`src/rtl/hve_pkg.sv`:
```
// Types and constants shared by the haptic velocity estimator modules
package hve_pkg;

   localparam int POS_W   = 26;
   localparam int VEL_W   = 29;
   localparam int RAW_W   = 40;
   localparam int DIFF_W  = 30;
   localparam int RATE_W  = 16;
   localparam int FFG_W   = 32;
   localparam int FBG_W   = 33;
   localparam int MUL_W   = 34;
   localparam int PROD_W  = 68;
   localparam int ACC_W   = 80;
   localparam int SPLIT_W = 24;
   localparam int SUM_W   = 41;

   localparam int CSR_IDX_W  = 3;
   localparam int CSR_DATA_W = 33;

   localparam logic [CSR_IDX_W-1:0] REG_OUTER = 3'd0;
   localparam logic [CSR_IDX_W-1:0] REG_INNER = 3'd1;
   localparam logic [CSR_IDX_W-1:0] REG_FB1   = 3'd2;
   localparam logic [CSR_IDX_W-1:0] REG_FB2   = 3'd3;
   localparam logic [CSR_IDX_W-1:0] REG_FB3   = 3'd4;
   localparam logic [CSR_IDX_W-1:0] REG_RATE  = 3'd5;

   localparam logic [FFG_W-1:0]        OUTER_RST = 32'd943175;
   localparam logic [FFG_W-1:0]        INNER_RST = 32'd2829525;
   localparam logic signed [FBG_W-1:0] FB1_RST   = -33'sd2951501526;
   localparam logic signed [FBG_W-1:0] FB2_RST   = 33'sd2714634079;
   localparam logic signed [FBG_W-1:0] FB3_RST   = -33'sd834941642;
   localparam logic [RATE_W-1:0]       RATE_RST  = 16'd500;

   localparam logic signed [RAW_W-1:0] RAW_MAX = 40'sh7FFFFFFFFF;
   localparam logic signed [RAW_W-1:0] RAW_MIN = 40'sh8000000000;
   localparam logic signed [VEL_W-1:0] VEL_MAX = 29'sh0FFFFFFF;
   localparam logic signed [VEL_W-1:0] VEL_MIN = 29'sh10000000;
   localparam logic signed [ACC_W-1:0] ROUND_HALF = 80'sd2147483648;

   // multiplier operand selects
   localparam logic [2:0] MS_RATE     = 3'd0;
   localparam logic [2:0] MS_FB1      = 3'd1;
   localparam logic [2:0] MS_FB2      = 3'd2;
   localparam logic [2:0] MS_FB3      = 3'd3;
   localparam logic [2:0] MS_INNER_LO = 3'd4;
   localparam logic [2:0] MS_INNER_HI = 3'd5;
   localparam logic [2:0] MS_OUTER_LO = 3'd6;
   localparam logic [2:0] MS_OUTER_HI = 3'd7;

   // accumulator operations
   localparam logic [2:0] AO_HOLD   = 3'd0;
   localparam logic [2:0] AO_INIT   = 3'd1;
   localparam logic [2:0] AO_SUB4   = 3'd2;
   localparam logic [2:0] AO_ADD_LO = 3'd3;
   localparam logic [2:0] AO_ADD_HI = 3'd4;

   typedef struct packed {
      logic [2:0] mul_sel;
      logic [2:0] acc_op;
      logic       raw_cap;
      logic       axis_end;
      logic       publish;
   } hve_ctl_type;

   typedef struct packed {
      logic signed [POS_W-1:0] p1;
      logic signed [POS_W-1:0] p2;
      logic signed [RAW_W-1:0] r1;
      logic signed [RAW_W-1:0] r2;
      logic signed [RAW_W-1:0] r3;
      logic signed [VEL_W-1:0] y1;
      logic signed [VEL_W-1:0] y2;
      logic signed [VEL_W-1:0] y3;
   } hve_hist_type;

endpackage

```
`src/rtl/hve_mac.sv`:
```
// Shared signed multiplier with registered product and shifting accumulator
module hve_mac import hve_pkg::*; (
   input  logic                     clock,
   input  logic signed [MUL_W-1:0]  op_a,
   input  logic signed [MUL_W-1:0]  op_b,
   input  logic [2:0]               acc_op,
   output logic signed [PROD_W-1:0] prod,
   output logic signed [ACC_W-1:0]  acc
);

   logic signed [PROD_W-1:0] prod_ff, prod_in;
   logic signed [ACC_W-1:0]  acc_ff, acc_in;
   logic signed [ACC_W-1:0]  prod_ext;

   assign prod_in  = op_a * op_b;
   assign prod_ext = $signed({{(ACC_W-PROD_W){prod_ff[PROD_W-1]}}, prod_ff});

   always_comb begin
      case (acc_op)
         AO_INIT:   acc_in = ROUND_HALF - (prod_ext <<< 2);
         AO_SUB4:   acc_in = acc_ff - (prod_ext <<< 2);
         AO_ADD_LO: acc_in = acc_ff + prod_ext;
         AO_ADD_HI: acc_in = acc_ff + (prod_ext <<< SPLIT_W);
         default:   acc_in = acc_ff;
      endcase
   end

   always_ff @(posedge clock) begin
      prod_ff <= prod_in;
      acc_ff  <= acc_in;
   end

   assign prod = prod_ff;
   assign acc  = acc_ff;

endmodule

```
`config.mk`:
```
export PLATFORM = sky130hd
export DESIGN_NAME = hve_mac
export DESIGN_NICKNAME = d
export VERILOG_FILES = /design/src/rtl/hve_pkg.sv /design/src/rtl/hve_mac.sv
export SDC_FILE = /design/constraint.sdc
export NUM_CORES = 2
export LEC_CHECK = 0
export BUFFER_PORTS_ARGS = -buffer_cell sky130_fd_sc_hd__buf_4
export CORE_MARGIN = 4
export CORE_UTILIZATION = 50
export CTS_CLUSTER_DIAMETER = 30
export DETAILED_ROUTE_END_ITERATION = 6
export PLACE_DENSITY_LB_ADDON = 0.15
export SYNTH_ARGS = -nofsm -noshare
export SYNTH_HDL_FRONTEND = slang
export SYNTH_SLANG_ARGS = --single-unit
export TNS_END_PERCENT = 20
```
`constraint.sdc`:
```
create_clock -name clock -period 12 [get_ports clock]
set_input_delay 1.2 -clock clock [delete_from_list [all_inputs] [get_ports clock]]
set_output_delay 1.2 -clock clock [all_outputs]
set_load 0.03 [all_outputs]
```
==> impl_metrics.csv <==
group,metric,value,unit
timing,rsz0062_at_grt,"false",
routing,routed_wirelength,199000,um
timing,post-route-min-period,9.22,ns
finish,drive_gt1_share,4.62,%
clock_tree,clock_path_buffers,2,
yosys,synth_area_leader_cell,"sky130_fd_sc_hd__fa_1",
yosys,synth_common_cells,"1430 x sky130_fd_sc_hd__inv_1, 1244 x sky130_fd_sc_hd__fa_1, 762 x sky130_fd_sc_hd__nand2_1, 614 x sky130_fd_sc_hd__and2_1, 416 x sky130_fd_sc_hd__ha_1",
setup_path,critPathKind,"primary input to register",
clock_tree,cts-resized-gates,0,
finish,multiInputGateArea,50500,sq um
setup_path,worst_setup_path_start_kind,"primary input",
routing,drtAntennaViolNets,0,
floorplan,die_width,357,um
global_route,pin_count_of_the_biggest_net_entering_global_routing,57,
yosys,post-synth-top-count-cell,"sky130_fd_sc_hd__inv_1",
finish,finalNetCount,8733,
routing,route.vias.total,49700,
yosys,synth-seq-area-share,6.18,%
setup_path,cp-end-kind,"register",
setup_path,cells_on_worst_reg2reg_path,13,
clock_tree,root_buffer,"sky130_fd_sc_hd__clkbuf_16",
global_route,initial_antenna_violation_count,4,
floorplan,row_count,127,
yosys,synth.net_count,8822,
setup_path,regToRegEndpoint,"acc[74]",
timing,final-max-slew-violation-count,0,
floorplan,starting_density_of_the_core,50.6,%
placed_design,detailed_place_hpwl,160000,um
yosys,async_reset_ff_share,0,%
setup_path,arrival,9.58,ns
placed_design,finalWeightedCongestion,1.00,
global_route,grt_first_pass_wirelength,308000,um
yosys,netlist_top_cells_area,"sky130_fd_sc_hd__fa_1 41%, sky130_fd_sc_hd__inv_1 8.8%, sky130_fd_sc_hd__ha_1 8.5%, sky130_fd_sc_hd__and2_1 6.3%, sky130_fd_sc_hd__nand2_1 4.7%",
finish,fillCellCount,11500,
yosys,yosys_warn_count,0,
status,outcome,"finished clean",
floorplan,ios,220,
setup_path,critical_path.endpoint,"prod[66]",
clock_tree,clock_latency,0.49,ns
timing,timing.max_slew.rel_slack,33.1,%
clock_tree,cts_clock_pin_slew_for_the_worst_setup_and_hold_paths,0.08,ns
floorplan,die-area,128000,sq um
setup_path,slowest_delay,0.57,ns
run,cap_violations,0,
yosys,post-synth-top-area-fraction,40.9,%
floorplan,core_region_area,120000,sq um
routing,iteration_0_drc_markers,4373,
clock_tree,cts_num_sinks,148,
timing,fin_crit_sh,76.9,%
yosys,synthCells,7090,
global_route,vias_in_the_first_global_route,51900,
timing,setup_viol,0,
yosys,ys_ff_latch,148,
yosys,syn-cell-area,60900,sq um
setup_path,crit-reg2reg-launch,"prod[0]",
setup_path,setup.worst_path.start,"op_a[29]",
finish,area_growth,5.10,%
clock_tree,cts-htree-levels,4,
timing,max_freq,0.108,GHz
placed_design,port-buffer-count,219,
routing,detailedRoute.firstPassIterationCount,5,
hold_path,timing.hold.worst.class,"register to register",
routing,drc_errors,0,
routing,wire_per_inst,23.0,um
finish,final-seq-area,3760,sq um
clock_tree,hold_buffers,0,
clock_tree,cts_buffers,17,
setup_path,timing.reg2reg.setup_slack,6.69,ns
timing,final.setup_skew,0.0198,ns
yosys,syn_area_per_cell,8.60,sq um
setup_path,worst_path_most_repeated_cell,"sky130_fd_sc_hd__fa_1",
timing,timing_hold_violations_final,0,
floorplan,die_y,357,um
global_route,global_route.usage.total,31.6,%
finish,finish.utilization,53.2,%
routing,via_per_inst,5.76,
timing,totalNegativeSetupSlack,0,ns
timing,worst_slew_pin_slew,0.994,ns
yosys,synth-edff-count,80,
global_route,grt_overflow,0,
yosys,synth.distinct_cells,87,
setup_path,required_time_of_the_critical_path,12.36,ns
clock_tree,cts.repair_timing.setup_buffer_count,0,
yosys,postSynth.topFlopCell,"sky130_fd_sc_hd__edfxtp_1",
setup_path,worst-path-max-fanout,34,
setup_path,critical-path-slowest-cell,"sky130_fd_sc_hd__fa_1",
clock_tree,tritoncts,"yes",
-- per-stage QoR --
| stage | worst slack [ns] | instance area (sq um) | instances | hold WS [ns] |
|---|---|---|---|---|
| CTS | 2.78 | 64100 | 8626 | 0.720 |
| finish | 2.78 | 64100 | 8627 | 0.720 |
| global route | 2.41 | 64100 | 8627 | 0.775 |
| floorplan | 2.86 | 60900 | 7090 | 0.751 |
| detailed placement | 2.26 | 63500 | 8594 | 0.701 |
| global placement | 2.30 | 63500 | 8594 | 0.700 |
-- critical path: cells and delay by family --
family	cells	cell delay (ns)
AND/OR/NAND/NOR	5	1.09
buffers and inverters	7	0.62
adder cells (fa/ha/maj)	9	4.48
AO/OA/AOI/OAI	7	2.15
-- area by class of cell --
type,instances,share of cell area [%]
multi-input combinational,5159,78.8
tap,1612,3.15
clock buffer,22,0.727
timing repair buffer,244,2.86
antenna,1,0.00391
sequential,148,5.88
clock inverter,10,0.152
inverter,1431,8.39
-- sequential cells by signal (all words and copies together), names as in the netlist --
| register | count |
|---|---|
| acc | 80 |
| prod | 68 |
-- per-layer routing --
metal	global-route usage (%)	share of wire, %	vias to the layer above
met4	9.47	3.4	0
met3	7.36	10	297
met2	47.9	43	2281
met5	0	0	-
li1	-	-	22000
met1	45.2	44	25100
-- placed cells by master, fill, tap and decap left out, drive strengths merged, types with 10 or more instances in the layout --
| master | synthesis | layout |
|---|---|---|
| a21o | 123 | 123 |
| fa | 1244 | 1244 |
| and3 | 19 | 19 |
| o221ai | 14 | 14 |
| edfxtp | 80 | 80 |
| or3 | 26 | 26 |
| nor4 | 32 | 32 |
| a211oi | 32 | 32 |
| a22oi | 24 | 24 |
| mux2i | 14 | 14 |
| or4 | 15 | 15 |
| a21oi | 355 | 355 |
| and2 | 614 | 614 |
| nor2b | 19 | 19 |
| o21bai | 57 | 57 |
| inv | 1430 | 1435 |
| nor2 | 229 | 229 |
| a31oi | 38 | 38 |
| o211ai | 35 | 35 |
| o21a | 32 | 32 |
| o21ai | 233 | 233 |
| ha | 416 | 416 |
| nand2b | 41 | 41 |
| a311oi | 10 | 10 |
| xnor2 | 233 | 233 |
| o31ai | 25 | 25 |
| dfxtp | 68 | 68 |
| clkbuf | 340 | 22 |
| nand4 | 87 | 87 |
| nor3 | 57 | 57 |
| buf | 12 | 244 |
| nand3 | 88 | 88 |
| o31a | 17 | 17 |
| nand2 | 765 | 765 |
| o22ai | 33 | 33 |
| a221oi | 23 | 23 |
| xor2 | 84 | 84 |
-- worst min path at each step --
stage	start	end	slack, ns	depth (start not counted)
after CTS	acc[0]	acc[0]	0.72	2
after detailed placement	acc[0]	acc[0]	0.70	2
after global placement	acc[0]	acc[0]	0.70	2
final	acc[0]	acc[0]	0.72	2
after global routing	acc[0]	acc[0]	0.77	2
after floorplan	prod[10]	acc[12]	0.75	3
-- cell families (layout without fill, tap and decap cells) --
family / after synthesis / after routing / share of synthesized area [%]
buffers and inverters: 1783 / 1707 / 11.0
flip-flops: 148 / 148 / 6.18
AND/OR/NAND/NOR: 2030 / 2030 / 16.8
XOR/XNOR: 317 / 317 / 4.56
AO/OA/AOI/OAI: 1134 / 1134 / 11.8
multiplexers: 18 / 18 / 0.304
other: 0 / 1 / 0
adder cells (fa/ha/maj): 1660 / 1660 / 49.4
Power is left out: the tool's default activity adds up to more than one toggle a clock period on the data nets, which glitch-free logic cannot reach.
