## src/rtl/hve_pkg.sv

```systemverilog
// Types and constants shared by the haptic velocity estimator modules
package hve_pkg;

   localparam int POS_W   = 26;
   localparam int VEL_W   = 29;
   localparam int RAW_W   = 40;
   localparam int DIFF_W  = 30;
   localparam int RATE_W  = 16;
   localparam int FFG_W   = 32;
   localparam int FBG_W   = 33;
   localparam int MUL_W   = 34;
   localparam int PROD_W  = 68;
   localparam int ACC_W   = 80;
   localparam int SPLIT_W = 24;
   localparam int SUM_W   = 41;

   localparam int CSR_IDX_W  = 3;
   localparam int CSR_DATA_W = 33;

   localparam logic [CSR_IDX_W-1:0] REG_OUTER = 3'd0;
   localparam logic [CSR_IDX_W-1:0] REG_INNER = 3'd1;
   localparam logic [CSR_IDX_W-1:0] REG_FB1   = 3'd2;
   localparam logic [CSR_IDX_W-1:0] REG_FB2   = 3'd3;
   localparam logic [CSR_IDX_W-1:0] REG_FB3   = 3'd4;
   localparam logic [CSR_IDX_W-1:0] REG_RATE  = 3'd5;

   localparam logic [FFG_W-1:0]        OUTER_RST = 32'd943175;
   localparam logic [FFG_W-1:0]        INNER_RST = 32'd2829525;
   localparam logic signed [FBG_W-1:0] FB1_RST   = -33'sd2951501526;
   localparam logic signed [FBG_W-1:0] FB2_RST   = 33'sd2714634079;
   localparam logic signed [FBG_W-1:0] FB3_RST   = -33'sd834941642;
   localparam logic [RATE_W-1:0]       RATE_RST  = 16'd500;

   localparam logic signed [RAW_W-1:0] RAW_MAX = 40'sh7FFFFFFFFF;
   localparam logic signed [RAW_W-1:0] RAW_MIN = 40'sh8000000000;
   localparam logic signed [VEL_W-1:0] VEL_MAX = 29'sh0FFFFFFF;
   localparam logic signed [VEL_W-1:0] VEL_MIN = 29'sh10000000;
   localparam logic signed [ACC_W-1:0] ROUND_HALF = 80'sd2147483648;

   // multiplier operand selects
   localparam logic [2:0] MS_RATE     = 3'd0;
   localparam logic [2:0] MS_FB1      = 3'd1;
   localparam logic [2:0] MS_FB2      = 3'd2;
   localparam logic [2:0] MS_FB3      = 3'd3;
   localparam logic [2:0] MS_INNER_LO = 3'd4;
   localparam logic [2:0] MS_INNER_HI = 3'd5;
   localparam logic [2:0] MS_OUTER_LO = 3'd6;
   localparam logic [2:0] MS_OUTER_HI = 3'd7;

   // accumulator operations
   localparam logic [2:0] AO_HOLD   = 3'd0;
   localparam logic [2:0] AO_INIT   = 3'd1;
   localparam logic [2:0] AO_SUB4   = 3'd2;
   localparam logic [2:0] AO_ADD_LO = 3'd3;
   localparam logic [2:0] AO_ADD_HI = 3'd4;

   typedef struct packed {
      logic [2:0] mul_sel;
      logic [2:0] acc_op;
      logic       raw_cap;
      logic       axis_end;
      logic       publish;
   } hve_ctl_type;

   typedef struct packed {
      logic signed [POS_W-1:0] p1;
      logic signed [POS_W-1:0] p2;
      logic signed [RAW_W-1:0] r1;
      logic signed [RAW_W-1:0] r2;
      logic signed [RAW_W-1:0] r3;
      logic signed [VEL_W-1:0] y1;
      logic signed [VEL_W-1:0] y2;
      logic signed [VEL_W-1:0] y3;
   } hve_hist_type;

endpackage

```

## src/rtl/hve_ctrl.sv

```systemverilog
// Sequencer stepping the shared multiplier through each axis
module hve_ctrl import hve_pkg::*; #(
   parameter int AXES   = 3,
   parameter int AXIS_W = 2
) (
   input  logic              clock,
   input  logic              reset,
   input  logic              start,
   input  logic              pub_ok,
   output logic              ready,
   output logic [AXIS_W-1:0] axis,
   output hve_ctl_type       ctl
);

   localparam logic [1:0] ST_IDLE = 2'd0;
   localparam logic [1:0] ST_RUN  = 2'd1;
   localparam logic [1:0] ST_PUB  = 2'd2;

   localparam logic [3:0] SQ_RATE     = 4'd0;
   localparam logic [3:0] SQ_FB1      = 4'd1;
   localparam logic [3:0] SQ_FB2      = 4'd2;
   localparam logic [3:0] SQ_FB3      = 4'd3;
   localparam logic [3:0] SQ_INNER_LO = 4'd4;
   localparam logic [3:0] SQ_INNER_HI = 4'd5;
   localparam logic [3:0] SQ_OUTER_LO = 4'd6;
   localparam logic [3:0] SQ_OUTER_HI = 4'd7;
   localparam logic [3:0] SQ_TAIL     = 4'd8;
   localparam logic [3:0] SQ_FINAL    = 4'd9;

   localparam logic [AXIS_W-1:0] AXIS_LAST = AXIS_W'(AXES - 1);

   logic [1:0]        state_ff, state_in;
   logic [3:0]        step_ff, step_in;
   logic [AXIS_W-1:0] axis_ff, axis_in;

   always_comb begin
      state_in = state_ff;
      step_in  = step_ff;
      axis_in  = axis_ff;
      case (state_ff)
         ST_IDLE: begin
            if (start) begin
               state_in = ST_RUN;
               step_in  = SQ_RATE;
               axis_in  = '0;
            end
         end
         ST_RUN: begin
            if (step_ff == SQ_FINAL) begin
               step_in = SQ_RATE;
               if (axis_ff == AXIS_LAST) begin
                  state_in = ST_PUB;
               end else begin
                  axis_in = axis_ff + 1'b1;
               end
            end else begin
               step_in = step_ff + 1'b1;
            end
         end
         ST_PUB: begin
            if (pub_ok) begin
               state_in = ST_IDLE;
            end
         end
         default: state_in = ST_IDLE;
      endcase
   end

   always_ff @(posedge clock) begin
      if (reset) begin
         state_ff <= ST_IDLE;
         step_ff  <= SQ_RATE;
         axis_ff  <= '0;
      end else begin
         state_ff <= state_in;
         step_ff  <= step_in;
         axis_ff  <= axis_in;
      end
   end

   always_comb begin
      ctl         = '0;
      ctl.mul_sel = MS_RATE;
      ctl.acc_op  = AO_HOLD;
      if (state_ff == ST_RUN) begin
         case (step_ff)
            SQ_RATE: ctl.mul_sel = MS_RATE;
            SQ_FB1: begin
               ctl.mul_sel = MS_FB1;
               ctl.raw_cap = 1'b1;
            end
            SQ_FB2: begin
               ctl.mul_sel = MS_FB2;
               ctl.acc_op  = AO_INIT;
            end
            SQ_FB3: begin
               ctl.mul_sel = MS_FB3;
               ctl.acc_op  = AO_SUB4;
            end
            SQ_INNER_LO: begin
               ctl.mul_sel = MS_INNER_LO;
               ctl.acc_op  = AO_SUB4;
            end
            SQ_INNER_HI: begin
               ctl.mul_sel = MS_INNER_HI;
               ctl.acc_op  = AO_ADD_LO;
            end
            SQ_OUTER_LO: begin
               ctl.mul_sel = MS_OUTER_LO;
               ctl.acc_op  = AO_ADD_HI;
            end
            SQ_OUTER_HI: begin
               ctl.mul_sel = MS_OUTER_HI;
               ctl.acc_op  = AO_ADD_LO;
            end
            SQ_TAIL:  ctl.acc_op   = AO_ADD_HI;
            SQ_FINAL: ctl.axis_end = 1'b1;
            default:  ctl.acc_op   = AO_HOLD;
         endcase
      end
      if (state_ff == ST_PUB) begin
         ctl.publish = pub_ok;
      end
   end

   assign ready = (state_ff == ST_IDLE);
   assign axis  = axis_ff;

endmodule

```

## config.mk

```make
export PLATFORM = sky130hd
export DESIGN_NAME = hve_ctrl
export DESIGN_NICKNAME = d
export VERILOG_FILES = /design/src/rtl/hve_pkg.sv /design/src/rtl/hve_ctrl.sv
export SDC_FILE = /design/constraint.sdc
export NUM_CORES = 1
export LEC_CHECK = 0
export BUFFER_PORTS_ARGS = -buffer_cell sky130_fd_sc_hd__buf_2
export CORE_AREA = 2 2 39 41
export CTS_BUF_LIST = sky130_fd_sc_hd__clkbuf_8
export CTS_CLUSTER_SIZE = 25
export DETAILED_ROUTE_END_ITERATION = 16
export DIE_AREA = 0 0 41 43
export PLACE_DENSITY = 0.7
export SLEW_MARGIN = 20
export SYNTH_ARGS = -nofsm -noshare
export SYNTH_HDL_FRONTEND = slang
export SYNTH_SLANG_ARGS = --single-unit
```

## constraint.sdc

```tcl
create_clock -name clock -period 1.21 [get_ports clock]
set_input_delay 0.242 -clock clock [delete_from_list [all_inputs] [get_ports clock]]
set_output_delay 0.242 -clock clock [all_outputs]
set_load 0.005 [all_outputs]
```

==> run metrics <==
status complete, but fails checks; failing checks negative setup slack; Root Buffer clkbuf_8; Core Rows 14; Arrival @ worst endpoint around 1.3 ns; Fill cells slightly below 100; die width 41 um; reg-to-reg slack, setup -0.08 ns; TritonRoute pass-1 iters 2; Bufs and invs on worst path 1; sequential power share a little under two fifths; Worst EP required between 0.9 and 1 ns; Crit-path slowest cell dfxtp_2; commonest non-fill, non-tap cell in the layout buf_4; grt total ovfl 0; vias per std cell 5.311; peak supply drop ~0.65 mV; # hold bufs at CTS 0; synth warn 0; Final Total Pwr approximately 0.75 mW; syn avg cell area 8.133 sq um; GP Congestion approximately 0.73; min-delay src pub_ok; Worst-Margin Slew roughly 0.28 ns; DR WL/cell between 10 and 15 um; hold depth 4; # DRC 0; Nets 110; Worst Setup SP state_ff[1]; NetSw 0.1820 mW; CP Max Fanout 2; CP endpoint kind output pin; fin area approximately 990 sq um; final wirelength approximately 1.6 mm; CP cell instances nand2b_4 > or2_4 > nor4b_4 > buf_2; clock buffer depth 2; Num CTS Buffers 3; max-cap violations 0; share of total power in combinational logic between 10% and 20%; R2R depth 5; Final min period 1.505 ns; sequential share of the synthesized area 28.13%; Mapped Cells 70; Vert. Die Dim between 40 and 50 um; share of layout cells above drive strength 1 between 60 and 70%; CTS Sinks 8; HPWL Detailed around 1.2 mm; Non-Filler Instances between 100 and 150; clk slew on worst S/H paths around 0.04 ns; Worst R2R Start state_ff[1]; Clock Power Share around 43%; GR Layer Usage met2 roughly 37%; hold_ws between 0.2 and 0.3 ns; final-report max-slew violation count 0; TritonCTS clock tree built; H-tree depth 1; RSZ-0062 raised after global routing true; total placed cells including tap cells 113; Max Fclk ~0.66 GHz; crit path kind flip-flop to output pin; largest net degree at the start of global routing 11; prevailing post-synth register cell dfxtp_1; Seq cells post-synth 8; initial antenna violation count 0; worst hold path class input port to flip-flop; multi-input combinational cell area ~500 sq um; crit path launch type flip-flop; initial core utilization between 40% and 50%; first-pass GRT wire length 2.670 mm; met1 usage 25.82%; Synth top area share 28.13%; placed cell area between 700 and 800 sq um; number of synthesized flops with an enable pin 0; clock latency on the worst-skew pair around 0.23 ns; DRT antenna net count 0; vias in the first global route 645; P_leak around 0.44 nW; Final Hold Viols 0; Final Util around 72%; Pint between 0.5 and 0.6 mW; Via Count between 600 and 700; die area roughly 0.0018 sq mm; largest cells by area after synthesis dfxtp_1 (28%), nor2_1 (5.9%), nor3b_1 (5.3%); final worst-path cycle share 124.4%; Cell variety after synth 32; count of final setup violators 11; Core ar. 0.001384 sq mm; worst reg2reg path endpoint axis[0]; clk_skew 0.003241 ns; Mapped Nets 75; io pins 16; leading area contributor after synthesis dfxtp_1; Post-Place Setup Slack -0.1437 ns; Slew Limit Headroom between 80% and 90%; port bufs 15; commonest cells after routing, fill and taps aside buf_4 (17), buf_2 (13), nor2_1 (6), buf_6 (6), nand2_1 (5); Iter 0 DRT Violations 2; Post-synth ARST share 0%; Layout area overhead 74.07%; PwrDens about 760 mW/mm^2; Worst Setup Slack, final -0.2952 ns; switching share of power 24.29%; total negative setup slack -2.193 ns; diodes inserted 0; hold endpoint state_ff[1]; CP peak stage delay just over 0.3 ns; GRT Max-Usage Layer met2; flip-flop and latch area roughly 170 sq um; Cell Area, Synth ~570 sq um; met3 Use GR about 3.1%; Overall Global Routing Usage a little under a quarter; crit-path leading delay family simple AND/OR/NAND/NOR gates
==> registers in the layout (all words and copies together), names as in the netlist <==
name	flops
state_ff	2
step_ff	4
axis	2
==> power groups by stage <==
stage	Clock, mW	Sequential, mW	Combinational [mW]
after global routing	0.355	0.279	0.160
after detailed placement	0	0.281	0.115
after CTS	0.334	0.278	0.132
final	0.323	0.278	0.148
after global placement	0	0.281	0.111
after floorplan	0	0.278	0.0632
==> repair_timing <==
| action | CTS | global route |
|---|---|---|
| cloned | 0 | 0 |
| pin swaps | 9 | 4 |
| resized for setup | 21 | 14 |
| setup buffers | 2 | 2 |
| endpoints found under the setup margin | 12 | 14 |
==> kinds of logic after synthesis <==
logic type | Yosys count | synth area share [%]
simple gates | 37 | 41.32
compound gates | 14 | 16.48
flops | 8 | 28.13
buf+inv | 7 | 6.153
mux | 3 | 5.714
fa+ha+maj | 1 | 2.197
==> per-layer routing <==
| metal | vias up | routed length, um |
|---|---|---|
| met2 | 17 | 880 |
| li1 | 315 | - |
| met1 | 295 | 656 |
| met4 | 0 | 37 |
| met5 | - | 0 |
| met3 | 5 | 62 |
==> how the worst max path moves through the flow <==
| stage | end | slack (ns) | cells past startpoint |
|---|---|---|---|
| 3_5_place_dp | ctl[2] | -0.14 | 4 |
| 2_1_floorplan | ctl[2] | -0.02 | 3 |
| 4_1_cts | ctl[2] | -0.31 | 4 |
| 5_1_grt | ctl[2] | -0.36 | 4 |
| 3_3_place_gp | ctl[2] | -0.1 | 4 |
| 6_report | ctl[2] | -0.30 | 4 |
==> worst reg2reg max path: cells and delay by family (launching register included) <==
kind                   cells  cell delay, ns
DFF                        1            0.31
muxes                      1            0.32
buffers and inverters      2            0.25
and+or+nand+nor            2            0.30
==> cell usage after synthesis (2+ instances only) <==
cell type,instances
nor2_1,9
dfxtp_1,8
a21oi_1,5
nand2_1,5
buf_2,4
nor3b_1,4
and2_1,3
a311oi_1,2
mux2_2,2
nand2b_1,2
nor2b_1,2
nor3_1,2
o21a_1,2
o21bai_1,2
==> cell type report <==
cell class,count,area share [%]
multi-input cells,55,49.75
well taps,16,2.020
repair buffers,36,26.26
clock buffers,3,4.167
flip-flops and latches,8,17.42
inverters,1,0.3788
Note: power is estimated with default switching activity, not from simulation.
